**src/hw/rtl/gpg_pkg.sv**
```systemverilog
// Shared constants, codes and types of the GPIO pin ownership guard.
package gpg_pkg;

   // Port geometry
   localparam int PINS_PER_PORT = 8;
   localparam int NUM_PORTS     = 2;

   // Field widths of one transaction
   localparam int FUNC_W   = 3;
   localparam int PORT_W   = 1;
   localparam int PIN_W    = 3;
   localparam int PID_W    = 7;
   localparam int LEVELS_W = 8;
   localparam int STATUS_W = 2;
   localparam int BITS_W   = 8;

   // Stream widths
   localparam int REQ_USER_W = FUNC_W + PORT_W;
   localparam int REQ_DATA_W = 24;
   localparam int RSP_DATA_W = 24;

   // Configuration port
   localparam int CSR_INDEX_W = 1;
   localparam int CSR_DATA_W  = 8;

   // Operation codes
   localparam logic [FUNC_W-1:0] FUNC_REQUEST     = 3'd0;
   localparam logic [FUNC_W-1:0] FUNC_DIR_OUT     = 3'd1;
   localparam logic [FUNC_W-1:0] FUNC_DIR_IN      = 3'd2;
   localparam logic [FUNC_W-1:0] FUNC_RELEASE     = 3'd3;
   localparam logic [FUNC_W-1:0] FUNC_READ        = 3'd4;
   localparam logic [FUNC_W-1:0] FUNC_WRITE       = 3'd5;
   localparam logic [FUNC_W-1:0] FUNC_RELEASE_ALL = 3'd6;

   // Status codes
   localparam logic [STATUS_W-1:0] ST_OK        = 2'd0;
   localparam logic [STATUS_W-1:0] ST_TAKEN     = 2'd1;
   localparam logic [STATUS_W-1:0] ST_NOT_OWNER = 2'd2;
   localparam logic [STATUS_W-1:0] ST_UNKNOWN   = 2'd3;

   // Configuration register indexes
   localparam logic [CSR_INDEX_W-1:0] CSR_RESERVED_B = 1'd0;
   localparam logic [CSR_INDEX_W-1:0] CSR_RESERVED_D = 1'd1;

   // Commands from the controller to the datapath
   typedef struct packed {
      logic load;    // capture the accepted request
      logic commit;  // execute it and fill the response register
   } cmd_type;

endpackage

```
**src/hw/rtl/gpio_pin_ownership_guard_core.sv**
```systemverilog
// Top level of the GPIO pin ownership guard.
//
// Requests enter on the req_ stream: tuser carries the operation and the
// port, tdata the pin, process id, write level and sampled pin levels.
// Each request yields one response on the rsp_ stream with a status, the
// read level and the direction and output latches of the addressed port
// after the operation. Reserved pin masks are written on the csr_ channel,
// which is always ready; write it only while no request is in flight.
// A request accepted in the idle state is captured into the request
// registers; the execute state then runs it and fills the response
// register, whose valid is registered. A new request is accepted only
// once the previous one has executed. This order is set by the two-state
// controller (capture, execute) that handles one request at a time.
// Reset clears the taken masks, the latches, the reserved masks and the
// response valid. When the receiver stalls, the response waits in the
// output register; one more request is accepted and held at the execute
// step until that register is drained.
module gpio_pin_ownership_guard_core (
   input  logic                                clock,
   input  logic                                reset,
   input  logic                                req_tvalid,
   output logic                                req_tready,
   // func[2:0], port_sel[3]
   input  logic [gpg_pkg::REQ_USER_W-1:0]      req_tuser,
   // pin_index[2:0], pid[9:3], level_in[10], pin_levels[18:11], zeros above
   input  logic [gpg_pkg::REQ_DATA_W-1:0]      req_tdata,
   output logic                                rsp_tvalid,
   input  logic                                rsp_tready,
   // status[1:0], read_level[2], dir_bits[10:3], out_bits[18:11], zeros above
   output logic [gpg_pkg::RSP_DATA_W-1:0]      rsp_tdata,
   input  logic                                csr_valid,
   output logic                                csr_ready,
   input  logic [gpg_pkg::CSR_INDEX_W-1:0]     csr_index,
   input  logic [gpg_pkg::CSR_DATA_W-1:0]      csr_wdata
);

   gpg_pkg::cmd_type cmd;

   assign csr_ready = 1'b1;

   gpg_ctrl u_ctrl (
      .clock      (clock),
      .reset      (reset),
      .req_tvalid (req_tvalid),
      .req_tready (req_tready),
      .rsp_tvalid (rsp_tvalid),
      .rsp_tready (rsp_tready),
      .cmd        (cmd)
   );

   gpg_datapath u_datapath (
      .clock     (clock),
      .reset     (reset),
      .cmd       (cmd),
      .csr_we    (csr_valid && csr_ready),
      .csr_index (csr_index),
      .csr_wdata (csr_wdata),
      .req_tuser (req_tuser),
      .req_tdata (req_tdata),
      .rsp_tdata (rsp_tdata)
   );

   // One request in flight: no transaction right after an accepted one
   a_one_in_flight: assert property (@(posedge clock) disable iff (reset)
      (req_tvalid && req_tready) |=> !req_tready)
      else $error("request accepted while another is in flight");

   // A response appears only after an execute step
   a_rsp_after_commit: assert property (@(posedge clock) disable iff (reset)
      $rose(rsp_tvalid) |-> $past(cmd.commit))
      else $error("response valid without execution");

   // Read level is zero unless the status is ok
   a_read_level_ok: assert property (@(posedge clock) disable iff (reset)
      (rsp_tvalid && rsp_tdata[1:0] != gpg_pkg::ST_OK) |-> !rsp_tdata[2])
      else $error("read level set on failed operation");

   // No execution and no request at once
   a_exec_blocks_req: assert property (@(posedge clock) disable iff (reset)
      cmd.commit |-> !cmd.load)
      else $error("load and execute in the same cycle");

endmodule

```
**src/hw/rtl/gpg_ctrl.sv**
```systemverilog
// Controller of the pin ownership guard: transaction sequencing and response valid.
module gpg_ctrl (
   input  logic             clock,
   input  logic             reset,
   input  logic             req_tvalid,
   output logic             req_tready,
   output logic             rsp_tvalid,
   input  logic             rsp_tready,
   output gpg_pkg::cmd_type cmd
);

   typedef enum logic {
      S_IDLE,
      S_EXEC
   } state_type;

   state_type state_ff;
   logic      rsp_valid_ff;
   logic      commit;

   // Request taken only while no request is in flight
   assign req_tready = (state_ff == S_IDLE);
   // Execute once the response register is free or being drained
   assign commit     = (state_ff == S_EXEC) && (!rsp_valid_ff || rsp_tready);

   assign cmd.load   = req_tvalid && req_tready;
   assign cmd.commit = commit;
   assign rsp_tvalid = rsp_valid_ff;

   // State and response valid
   always_ff @(posedge clock) begin
      if (reset) begin
         state_ff     <= S_IDLE;
         rsp_valid_ff <= 1'b0;
      end else begin
         case (state_ff)
            S_IDLE: begin
               if (req_tvalid) state_ff <= S_EXEC;
            end
            S_EXEC: begin
               if (commit) state_ff <= S_IDLE;
            end
            default: state_ff <= S_IDLE;
         endcase
         if (commit) rsp_valid_ff <= 1'b1;
         else if (rsp_tready) rsp_valid_ff <= 1'b0;
      end
   end

endmodule

```
**src/hw/rtl/gpg_datapath.sv**
```systemverilog
// Datapath of the pin ownership guard: ownership state, latches and response register.
module gpg_datapath (
   input  logic                                clock,
   input  logic                                reset,
   input  gpg_pkg::cmd_type                    cmd,
   input  logic                                csr_we,
   input  logic [gpg_pkg::CSR_INDEX_W-1:0]     csr_index,
   input  logic [gpg_pkg::CSR_DATA_W-1:0]      csr_wdata,
   input  logic [gpg_pkg::REQ_USER_W-1:0]      req_tuser,
   input  logic [gpg_pkg::REQ_DATA_W-1:0]      req_tdata,
   output logic [gpg_pkg::RSP_DATA_W-1:0]      rsp_tdata
);

   localparam int PINS = gpg_pkg::PINS_PER_PORT;
   localparam int PRTS = gpg_pkg::NUM_PORTS;

   // Configuration
   logic [gpg_pkg::CSR_DATA_W-1:0] reserved_b_ff;
   logic [gpg_pkg::CSR_DATA_W-1:0] reserved_d_ff;

   // Captured request
   logic [gpg_pkg::FUNC_W-1:0]   func_ff;
   logic [gpg_pkg::PORT_W-1:0]   port_ff;
   logic [gpg_pkg::PIN_W-1:0]    pin_ff;
   logic [gpg_pkg::PID_W-1:0]    pid_ff;
   logic                         level_ff;
   logic [gpg_pkg::LEVELS_W-1:0] levels_ff;

   // Ownership state; an owner entry counts only while its taken bit is set
   logic [PINS-1:0]              taken_ff [PRTS];
   logic [PINS-1:0]              dir_ff   [PRTS];
   logic [PINS-1:0]              out_ff   [PRTS];
   logic [gpg_pkg::PID_W-1:0]    owner_ff [PRTS][PINS];

   // Response register
   logic [gpg_pkg::STATUS_W-1:0] status_ff;
   logic                         rd_ff;
   logic [gpg_pkg::BITS_W-1:0]   dir_bits_ff;
   logic [gpg_pkg::BITS_W-1:0]   out_bits_ff;

   // Step logic
   logic                         port_ok;
   logic                         pin_ok;
   logic [gpg_pkg::PORT_W-1:0]   psel;
   logic [PINS-1:0]              mask;
   logic [PINS-1:0]              taken_row;
   logic [PINS-1:0]              dir_row;
   logic [PINS-1:0]              out_row;
   logic [PINS-1:0]              reserve_row;
   logic [PINS-1:0]              mine;
   logic                         owned;
   logic [PINS-1:0]              taken_in;
   logic [PINS-1:0]              dir_in;
   logic [PINS-1:0]              out_in;
   logic                         own_we;
   logic [gpg_pkg::STATUS_W-1:0] status_in;
   logic                         rd_in;

   // Configuration writes
   always_ff @(posedge clock) begin
      if (reset) begin
         reserved_b_ff <= '0;
         reserved_d_ff <= '0;
      end else if (csr_we) begin
         case (csr_index)
            gpg_pkg::CSR_RESERVED_B: reserved_b_ff <= csr_wdata;
            gpg_pkg::CSR_RESERVED_D: reserved_d_ff <= csr_wdata;
            default: ;
         endcase
      end
   end

   // Request capture: tuser = func, port_sel; tdata = pin, pid, level, levels
   always_ff @(posedge clock) begin
      if (cmd.load) begin
         func_ff   <= req_tuser[2:0];
         port_ff   <= req_tuser[3];
         pin_ff    <= req_tdata[2:0];
         pid_ff    <= req_tdata[9:3];
         level_ff  <= req_tdata[10];
         levels_ff <= req_tdata[18:11];
      end
   end

   // Row selection and ownership checks
   always_comb begin
      port_ok   = (32'(port_ff) < PRTS);
      pin_ok    = (32'(pin_ff) < PINS);
      psel      = port_ok ? port_ff : '0;
      mask      = pin_ok ? (PINS'(1) << pin_ff) : '0;
      taken_row = taken_ff[psel];
      dir_row   = dir_ff[psel];
      out_row   = out_ff[psel];
      case (psel)
         1'd0:    reserve_row = PINS'(reserved_b_ff);
         1'd1:    reserve_row = PINS'(reserved_d_ff);
         default: reserve_row = '0;
      endcase
      for (int i = 0; i < PINS; i++) begin
         mine[i] = taken_row[i] && (owner_ff[psel][i] == pid_ff);
      end
      owned = |(mine & mask);
   end

   // Operation decode and next latch values
   always_comb begin
      taken_in  = taken_row;
      dir_in    = dir_row;
      out_in    = out_row;
      own_we    = 1'b0;
      status_in = gpg_pkg::ST_OK;
      rd_in     = 1'b0;
      if (!port_ok) begin
         status_in = gpg_pkg::ST_UNKNOWN;
      end else if (func_ff == gpg_pkg::FUNC_REQUEST) begin
         if (!pin_ok || |((reserve_row | taken_row) & mask)) begin
            status_in = gpg_pkg::ST_TAKEN;
         end else begin
            taken_in = taken_row | mask;
            own_we   = 1'b1;
         end
      end else if (func_ff == gpg_pkg::FUNC_RELEASE_ALL) begin
         taken_in = taken_row & ~mine;
         dir_in   = dir_row & ~mine;
         out_in   = out_row & ~mine;
      end else if (func_ff > gpg_pkg::FUNC_RELEASE_ALL) begin
         status_in = gpg_pkg::ST_UNKNOWN;
      end else if (!owned) begin
         status_in = gpg_pkg::ST_NOT_OWNER;
      end else begin
         case (func_ff)
            gpg_pkg::FUNC_DIR_OUT: dir_in = dir_row | mask;
            gpg_pkg::FUNC_DIR_IN: begin
               dir_in = dir_row & ~mask;
               out_in = out_row | mask;
            end
            gpg_pkg::FUNC_RELEASE: begin
               taken_in = taken_row & ~mask;
               dir_in   = dir_row & ~mask;
               out_in   = out_row & ~mask;
            end
            gpg_pkg::FUNC_READ:  rd_in  = |(levels_ff & gpg_pkg::LEVELS_W'(mask));
            gpg_pkg::FUNC_WRITE: out_in = level_ff ? (out_row | mask) : (out_row & ~mask);
            default: ;
         endcase
      end
   end

   // Port state update
   always_ff @(posedge clock) begin
      if (reset) begin
         for (int p = 0; p < PRTS; p++) begin
            taken_ff[p] <= '0;
            dir_ff[p]   <= '0;
            out_ff[p]   <= '0;
         end
      end else if (cmd.commit && port_ok) begin
         taken_ff[psel] <= taken_in;
         dir_ff[psel]   <= dir_in;
         out_ff[psel]   <= out_in;
      end
   end

   // Owner table write on a granted request
   always_ff @(posedge clock) begin
      if (cmd.commit && own_we) begin
         owner_ff[psel][pin_ff] <= pid_ff;
      end
   end

   // Response register
   always_ff @(posedge clock) begin
      if (cmd.commit) begin
         status_ff   <= status_in;
         rd_ff       <= rd_in;
         dir_bits_ff <= port_ok ? gpg_pkg::BITS_W'(dir_in) : '0;
         out_bits_ff <= port_ok ? gpg_pkg::BITS_W'(out_in) : '0;
      end
   end

   assign rsp_tdata = {5'd0, out_bits_ff, dir_bits_ff, rd_ff, status_ff};

endmodule
```
**config.mk**
```make
export PLATFORM = sky130hd
export DESIGN_NAME = gpio_pin_ownership_guard_core
export DESIGN_NICKNAME = d
export VERILOG_FILES = /design/src/hw/rtl/gpg_pkg.sv /design/src/hw/rtl/gpio_pin_ownership_guard_core.sv /design/src/hw/rtl/gpg_ctrl.sv /design/src/hw/rtl/gpg_datapath.sv
export SDC_FILE = /design/constraint.sdc
export NUM_CORES = 1
export LEC_CHECK = 0
export BUFFER_PORTS_ARGS = -buffer_cell sky130_fd_sc_hd__buf_2
export CAP_MARGIN = 25
export CELL_PAD_IN_SITES_DETAIL_PLACEMENT = 0
export CELL_PAD_IN_SITES_GLOBAL_PLACEMENT = 1
export CORE_ASPECT_RATIO = 0.5
export CORE_MARGIN = 2
export CORE_UTILIZATION = 50
export CTS_CLUSTER_SIZE = 14
export DETAILED_ROUTE_END_ITERATION = 8
export HOLD_SLACK_MARGIN = 0.02
export PLACE_DENSITY_LB_ADDON = 0.1
export SLEW_MARGIN = 20
export SYNTH_ARGS = -nofsm -noshare
export SYNTH_HDL_FRONTEND = slang
export SYNTH_SLANG_ARGS = --single-unit
```
**constraint.sdc**
```tcl
create_clock -name clock -period 3.7 [get_ports clock]
set_clock_uncertainty 0.05 [all_clocks]
set_input_delay 0 -clock clock [delete_from_list [all_inputs] [get_ports clock]]
set_output_delay 0 -clock clock [all_outputs]
set_load 0.05 [all_outputs]
```
Word level (Yosys, flattened, before mapping):

Memory sizes are Yosys's and may differ from the RTL's. A register that Yosys moved wholly into a read port is not among the register bits.
Index checks and enable logic that the tools add are counted.

* bitwise logic cells: 21
* equal/unequal tests: 14
* shift-type cells: 1
* reductions and logical operators: 26
* muxes and demuxes: 52
* order comparisons: 3

Operators with widths (number)
* $mux W8: 18
* $and A8 B8 Y8: 9
* $eq A7 B7 Y1: 8
* $mux W56: 1
* $reduce_or A8 Y1: 6
* $or A8 B8 Y8: 4
* $pmux W8 S2: 2
* $pmux W8 S3: 1
* $mux W1: 23
* $demux W7 S3: 1
* $not A8 Y8: 2
* $logic_and A1 B1 Y1: 12
* $eq A3 B3 Y1 const B: 3
* $mux W2: 4
* $shl A1 B3 Y8 const A: 1
* $mux W7: 1
* $eq A3 B2 Y1 const B: 2
* $not A1 Y1: 5
* $reduce_or A5 Y1: 1
* $ge A4 B4 Y1 const B: 1
* $lt A4 B1 Y1 const B: 1
* $not A3 Y4: 1
* $reduce_and A2 Y1: 2
* $eq A3 B1 Y1 const B: 1
* other kinds (7): 7

* RAM bits: 160
* output and inout port bits: 27
* memories kept: 4
* input port bits: 42
* bits in registers: 60
* logic and storage cells: 135

Memory list
* u_datapath.owner_ff: depth 2, width 56, read ports 1, clocked after Yosys merged registers in 1, wr ports 1, line gpg_datapath.sv:33 `logic [gpg_pkg::PID_W-1:0] owner_ff [PRTS][PINS];`
* u_datapath.dir_ff: depth 2, width 8, read ports 1, clocked after Yosys merged registers in 1, wr ports 2, line gpg_datapath.sv:31 `logic [PINS-1:0] dir_ff [PRTS];`
* u_datapath.out_ff: depth 2, width 8, read ports 1, clocked after Yosys merged registers in 1, wr ports 2, line gpg_datapath.sv:32 `logic [PINS-1:0] out_ff [PRTS];`
* u_datapath.taken_ff: depth 2, width 8, read ports 1, clocked after Yosys merged registers in 1, wr ports 2, line gpg_datapath.sv:30 `logic [PINS-1:0] taken_ff [PRTS];`

Depth between registers and ports, before layout:

Gate-level depths: netlist of the first run.

* depth after elaboration: 10
* mapped depth: 13

Modules after synthesis:

Synthesis of the first run repeated with hierarchy kept, for this count alone.

* cell total of the unflattened synthesis: 826
* area total of the unflattened synthesis: 10392.5 µm²

Modules (own cells, without submodules)
* gpg_datapath: cells each 814, area each 10286.1 µm², seq. area each 6406.1 µm², instances 1
* gpg_ctrl: cells each 10, area each 95.1 µm², seq. area each 40.0 µm², instances 1
* gpio_pin_ownership_guard_core: cells each 2, area each 11.3 µm², seq. area each 0.0 µm², instances 1

Worst setup path before layout of the first run:

No wires, ideal clock.

* kind: register to register
* start: register with a tool-made name
* end: memory u_datapath.owner_ff[0][28] in the netlist's numbering (enable)
* data arrival time: 2696 ps
* path slack: 594 ps
* cell stages (with the launch flop): 11
* data required time: 3290 ps
* clock period less this slack: 3106 ps
* buffers on the path: 4
* setup time: 360 ps
* cell sequence: dfxtp_1 buf_6 buf_4 buf_4 mux2i_1 a21oi_1 nor4_1 nand3_1 or3_1 clkbuf_1 nor2_1

RTL lines (line)
* end: declaration: gpg_datapath.sv:33

==> results.yml, run 1 <==
status:
  status: "finished clean"
flow_run:
  maxCapViolCount: 0
yosys:
  seq_area_frac_synth_pct: 62.0
  netlist_instances: 800
  syn_avg_cell_area_sq_um: 13.0
  synth_area_leader_cell: "edfxtp_1"
  ys.flop_type: "edfxtp_1"
  synth_area_leaders: "edfxtp_1 58%, mux2i_1 7.6%, dfxtp_1 3.7%"
  synth_most_common_cell: "edfxtp_1"
  yosysUniqueCellTypes: 59
  async_reset_ff_share_pct: 0
  synth_edf_count: 202
  yosys_warnings: 0
  ys_ff_latch: 221
  synth_top_area_share_pct: 58.3
  synth_area_sq_um: 10400
  synth.top_cells.by_count: "202 x edfxtp_1, 79 x mux2i_1, 57 x nand2_1"
detailed_routing:
  drt-total-wl_um: 25400
  first_pass_iters: 6
  avgViaCountPerCell: 5.65
  remaining_drc_errors: 0
  drt-initial-drc-count: 530
  wl_per_cell_um: 20.6
  ant_nets: 0
  vias: 6985
power_and_ir_drop:
  sw_frac_of_total_pct: 24.7
  ir_drop_mv: 0.335
  seqPwrFrac_pct: 50.8
  internal-power_mw: 4.27
  comb_power_share_pct: 12.9
  p_switching_mw: 1.40
  power.density_nw_per_um2: 454
  p_leak_nw: 4.53
  clkPwrFrac_pct: 36.3
cts:
  cts_max_level: 1
  clock_latency_ns: 0.52
  cts_buffer_depth: 3
  clock_sinks: 221
  clk_pin_slew_ns: 0.06
  cts_setup_buffers: 0
  cts-root-buf: "clkbuf_16"
  cts-buffers-inserted: 21
  cts_tree: "built"
floorplan:
  start_util_pct: 50.8
  dieArea_sq_um: 22000
  rows: 37
  die_x_um: 208
  die_h_um: 106
  io_pins: 69
  core-area_sq_um: 20500
cells_and_area:
  finalNonFillerCells: 1236
  multiInputGateArea_sq_um: 3630
  fin_area_sq_um: 12500
  seq_area_sq_um: 6450
  nets: 991
  drive_gt1_share_pct: 19.4
  area_delta_synth_final_pct: 20.2
  fillers: 1655
  diodes: 0
global_route:
  grt_max_degree: 28
  track_usage_pct: 23.5
  antenna_found_initial: 0
  grt_pass1_vias: 6787
  grt-ovfl-total: 0
  grt_pass1_wl_um: 39300
timing:
  hold_ws_ns: 0.137
  tightestPinTransition_ns: 1.09
  hold_viol_final: 0
  clock.fmax_ghz: 0.292
  setup_viol: 0
  min_period_over_period_pct: 92.6
  max_slew_margin_pct: 26.6
  period_minus_slack_ns: 3.42
  slew_violations: 0
  setup_tns_ns: 0
  rsz0062_at_grt: "false"
  fin_ws_ns: 0.275
hold_path:
  holdPathStages: 2
  hold_path_class: "input pin to flop"
placement:
  postPlaceCellArea_sq_um: 11300
  place_ws_ns: 0.271
  portBuffers: 57
  gp_congestion: 0.807
  hpwl_um: 16500
  dp_cells: 1143
worst_setup_path:
  rr_worst_depth: 10
  cp.required_ns: 4.01
  crit_type: "flop to flop"
  startpoint_type: "flop"
  cp-end-kind: "flop"
  worstPathArrival_ns: 3.73
  worst-path-max-fanout: 15
## cells by family after synthesis
| group | Yosys count | synth area share, % |
|---|---|---|
| xor gates and xnor gates | 56 | 4.72 |
| buffers and inverters | 71 | 3.39 |
| AOI/OAI and AO/OA | 128 | 9.12 |
| DFF | 221 | 62.0 |
| muxes | 99 | 9.77 |
| other | 2 | 0.0722 |
| and+or+nand+nor | 223 | 10.9 |
## registers in the layout, summed over array words and instances, names as in the netlist, named ones only
register and cells:
u_datapath.owner_ff 112, u_datapath.dir_ff 16, u_datapath.out_ff 16, u_datapath.taken_ff 16, u_datapath.dir_bits_ff 8, u_datapath.levels_ff 8, u_datapath.out_bits_ff 8, u_datapath.reserved_b_ff 8
u_datapath.reserved_d_ff 8, u_datapath.pid_ff 7, u_datapath.func_ff 3, u_datapath.pin_ff 3, u_datapath.status_ff 2, u_ctrl.rsp_tvalid 1, u_ctrl.state_ff 1, u_datapath.level_ff 1
u_datapath.port_ff 1, u_datapath.rd_ff 1
## routing by layer
metal,track usage (%),up-vias,wire length [um]
met4,6.23,0,603
met1,33.8,3465,11900
li1,-,3300,-
met2,37.1,180,11400
met5,0,-,0
met3,4.34,40,1460
## cell type report
class	count	area share (%)
Sequential cell	221	51.6
Multi-Input combinational cell	512	29.0
Timing Repair Buffer	183	11.2
Clock buffer	33	4.98
Tap cell	273	2.73
Inverter	10	0.300
Clock inverter	4	0.170
## critical path, cell delays in order (launching register included)
cell and delay, ns:
dfxtp_4 0.51, buf_4 0.22, mux2i_1 0.25, xnor2_1 0.10
nor4_1 0.40, nand4_1 0.41, nor3_2 0.30, a2111oi_4 0.08
buf_4 0.25, or4_1 0.54, nand3_1 0.16
## cells in the final DEF, fill, tap and decap left out, drive strengths merged, types with 6 or more instances in the layout
cell type	count
conb	6
nor4	10
mux2	20
o31ai	7
o21ai	9
nor3b	13
mux2i	79
inv	11
xnor2	42
buf	127
o2111a	16
nand2b	11
nor3	24
nor2	53
a21oi	41
dlygate4sd3	56
and2	7
xor2	14
o22ai	6
nand2	57
a211oi	7
a21boi	6
a22oi	10
nand3b	6
nand3	16
clkbuf	33
dfxtp	19
edfxtp	202
## per-stage QoR
| stage | utilization [%] | total power [mW] |
|---|---|---|
| detailed placement | 55.2 | 3.62 |
| global route | 61.1 | 5.87 |
| finish | 61.1 | 5.67 |
| CTS | 61.1 | 5.72 |
| floorplan | - | 3.40 |
| global placement | 55.2 | 3.61 |
## path summary, 6_finish.rpt
| check | from | to | slack [ns] |
|---|---|---|---|
| max | flop | u_datapath.dir_bits_ff[6] | 0.28 |
| min reg2reg | u_datapath.reserved_d_ff[0] | u_datapath.reserved_d_ff[0] | 0.41 |
| max reg2reg | flop | u_datapath.dir_bits_ff[6] | 0.28 |
| min | req_tdata[12] | u_datapath.levels_ff[1] | 0.14 |
## power groups by stage
stage	Sequential [mW]	Clock (mW)	Combinational [mW]
CTS	2.88	2.10	0.730
global placement	2.93	0	0.675
floorplan	2.96	0	0.444
finish	2.88	2.06	0.732
global route	2.89	2.19	0.789
detailed placement	2.94	0	0.686
## repair_timing
item,CTS,global route
endpoints found under the setup margin,0,0
endpoints found under the hold margin,50,0
resized for setup,0,0
hold buffers,56,0
(Power assumes the default switching activity.)
==> inputs of run 2 (changes only) <==
--- a/config.mk
+++ b/config.mk
@@ -5,18 +5,18 @@
 export SDC_FILE = /design/constraint.sdc
 export NUM_CORES = 1
 export LEC_CHECK = 0
+export ABC_AREA = 1
 export BUFFER_PORTS_ARGS = -buffer_cell sky130_fd_sc_hd__buf_2
 export CAP_MARGIN = 25
 export CELL_PAD_IN_SITES_DETAIL_PLACEMENT = 0
 export CELL_PAD_IN_SITES_GLOBAL_PLACEMENT = 1
 export CORE_ASPECT_RATIO = 0.5
 export CORE_MARGIN = 2
-export CORE_UTILIZATION = 50
+export CORE_UTILIZATION = 47
 export CTS_CLUSTER_SIZE = 14
 export DETAILED_ROUTE_END_ITERATION = 8
 export HOLD_SLACK_MARGIN = 0.02
 export PLACE_DENSITY_LB_ADDON = 0.1
-export SLEW_MARGIN = 20
 export SYNTH_ARGS = -nofsm -noshare
 export SYNTH_HDL_FRONTEND = slang
 export SYNTH_SLANG_ARGS = --single-unit
==> run 2 against run 1 <==
Effect of this change: critical path depth stayed put; clock power is 6% higher; sequential power hardly changed; synthesized cell count is 46% higher; combinational power is 11% higher; highest routed layer unchanged; hold slack worse by 0.0034 ns.
==> results.yml, run 2 <==
worst_setup_path:
  crit_type: "flop to flop"
  cp_slowest_cell: "dfxtp_4"
  cp.required_ns: 3.81
  r2r_setup_slack_ns: 0.46
  worstPathArrival_ns: 3.35
  cp-end-kind: "flop"
  cp_slowest_stage_delay_ns: 0.52
  r2r_end: "u_datapath.owner_ff[0][54]"
  path_cells: "inv_2 > or2_1 > o21ai_1 > a21oi_1 > nor4_4 > and2_4 > nand2_2 > nor2_4 > nand2_1 > nor2_1"
  rr_worst_depth: 10
  startpoint_type: "flop"
  worst-path-max-fanout: 18
floorplan:
  start_util_pct: 48.6
  die_x_um: 217
  rows: 38
  dieArea_sq_um: 24000
  core-area_sq_um: 22000
  io_pins: 69
  die_h_um: 111
cells_and_area:
  drive_gt1_share_pct: 10.8
  final_common_cell: "nand2_1"
  fillers: 1937
  diodes: 0
  nets: 1319
  area_delta_synth_final_pct: 16.7
  max_flop_register: "u_datapath.owner_ff"
  largest_reg_flops: 112
  seq_area_sq_um: 6450
  mostFrequentLayoutCells: "397 x nand2_1, 202 x edfxtp_1, 112 x nand3_1"
  multiInputGateArea_sq_um: 3570
detailed_routing:
  wl_per_cell_um: 18.5
  ant_nets: 0
  remaining_drc_errors: 0
  drt-total-wl_um: 29500
  drt-initial-drc-count: 724
  avgViaCountPerCell: 5.34
  vias: 8496
  first_pass_iters: 5
placement:
  hpwl_um: 18400
  portBuffers: 57
  gp_congestion: 0.809
yosys:
  ys.flop_type: "edfxtp_1"
  netlist_instances: 1167
  synth_top_family_by_area: "simple AND/OR/NAND/NOR gates"
  synth_compound_area_share_pct: 6.64
  syn_avg_cell_area_sq_um: 9.15
  synth_area_sq_um: 10700
  synthAdderAreaFrac_pct: 0
  ys_ff_latch: 221
  synth_area_leaders: "edfxtp_1 57%, nand2_1 14%, nand3_1 5.2%"
  synthSimpleGateAreaFrac_pct: 25.7
  synthMuxAreaShare_pct: 0.843
  async_reset_ff_share_pct: 0
  synth_area_leader_cell: "edfxtp_1"
  yosys_warnings: 0
  synth_top_area_share_pct: 56.8
  synth.top_cells.by_count: "397 x nand2_1, 202 x edfxtp_1, 112 x nand3_1"
  synth_most_common_cell: "nand2_1"
  synth_edf_count: 202
  synthXorXnorAreaFrac_pct: 0
  seq_area_frac_synth_pct: 60.3
  yosysUniqueCellTypes: 36
timing:
  tightestPinTransition_ns: 0.933
  hold_viol_final: 0
  setup_viol: 0
  hold_ws_ns: 0.133
  setup_tns_ns: 0
  clock.fmax_ghz: 0.309
  period_minus_slack_ns: 3.24
  max_slew_margin_pct: 37.6
  rsz0062_at_grt: "false"
  min_period_over_period_pct: 87.6
  slew_violations: 0
cts:
  cts_tree: "built"
  clk_pin_slew_ns: 0.06
  cts_max_level: 1
  cts_buffer_depth: 3
  cts_setup_buffers: 0
  cts-root-buf: "clkbuf_16"
  clock_sinks: 221
  cts-buffers-inserted: 22
  clock_latency_ns: 0.52
flow_run:
  maxCapViolCount: 0
power_and_ir_drop:
  p_leak_nw: 5.39
  p_total_mw: 5.85
  ir_drop_mv: 0.434
  power.density_nw_per_um2: 470
hold_path:
  hold_path_class: "input pin to flop"
  holdPathStages: 2
  hold_end: "u_datapath.levels_ff[3]"
  hold_start: "req_tdata[14]"
global_route:
  antenna_found_initial: 0
  grt_pass1_vias: 8223
  grt_pass1_wl_um: 45800
  grt-ovfl-total: 0
  grt_max_degree: 69
  track_usage_pct: 25.0
status:
  status: "finished clean"
[run 2: what timing repair did]
action,CTS,global route
endpoints found under the setup margin,0,0
gates resized for setup,0,0
hold buffers,46,0
endpoints found under the hold margin,42,0
[run 2: worst max-delay path, delay by kind of cell (launching register included)]
kind | cells | cell delay (ns)
and+or+nand+nor | 7 | 1.70
AOI/OAI and AO/OA | 2 | 0.37
buffers and inverters | 1 | 0.23
DFF | 1 | 0.52
[run 2: cell families (layout without fill, tap and decap cells)]
logic type | after synthesis | in the layout
mux | 9 | 9
buf+inv | 155 | 276
compound gates | 132 | 132
other cells | 2 | 6
simple gates | 648 | 648
flops | 221 | 221
[run 2: final cells by class]
cell class                 instances  area share (%)
inverter                         105            3.16
timing repair buffer             132            7.93
clock inverter                    11           0.894
clock buffer                      28            4.60
multi-input combinational        795            28.6
tap                              300            3.01
sequential                       221            51.8
[run 2: stage by stage]
step	util [%]	setup WS, ns	area [sq um]	instances
2_1_floorplan	-	0.955	10700	1171
3_3_place_gp	51.5	0.461	11300	1507
3_5_place_dp	51.5	0.469	11300	1507
4_1_cts	56.7	0.454	12500	1592
5_1_grt	56.7	0.142	12500	1592
6_report	56.7	0.460	12500	1592
[run 2: worst max path at each step]
stage / from / endpoint / slack [ns] / cells after the start
detailed placement: flop / u_datapath.owner_ff[1][36] / 0.47 / 10
global route: flop / u_datapath.owner_ff[0][15] / 0.14 / 10
finish: flop / u_datapath.owner_ff[0][54] / 0.46 / 10
global placement: flop / u_datapath.owner_ff[1][36] / 0.46 / 10
floorplan: u_ctrl.rsp_tvalid / u_datapath.dir_ff[0][0] / 0.96 / 6
CTS: flop / u_datapath.owner_ff[0][18] / 0.45 / 10
[run 2: power breakdown]
group	leakage (nW)	internal [mW]	switching (mW)
registers	2.06	2.82	0.0409
logic	2.99	0.244	0.568
clock network	0.331	1.24	0.945
[run 2: metal layers]
| metal | global-route usage (%) | up-vias | wire (um) | share of wire (%) |
|---|---|---|---|---|
| li1 | - | 4158 | - | - |
| met1 | 35.4 | 4013 | 13500 | 46 |
| met2 | 39.7 | 286 | 13300 | 45 |
| met3 | 5.01 | 39 | 2060 | 7.0 |
| met4 | 5.80 | 0 | 568 | 1.9 |
| met5 | 0 | - | 0 | 0 |
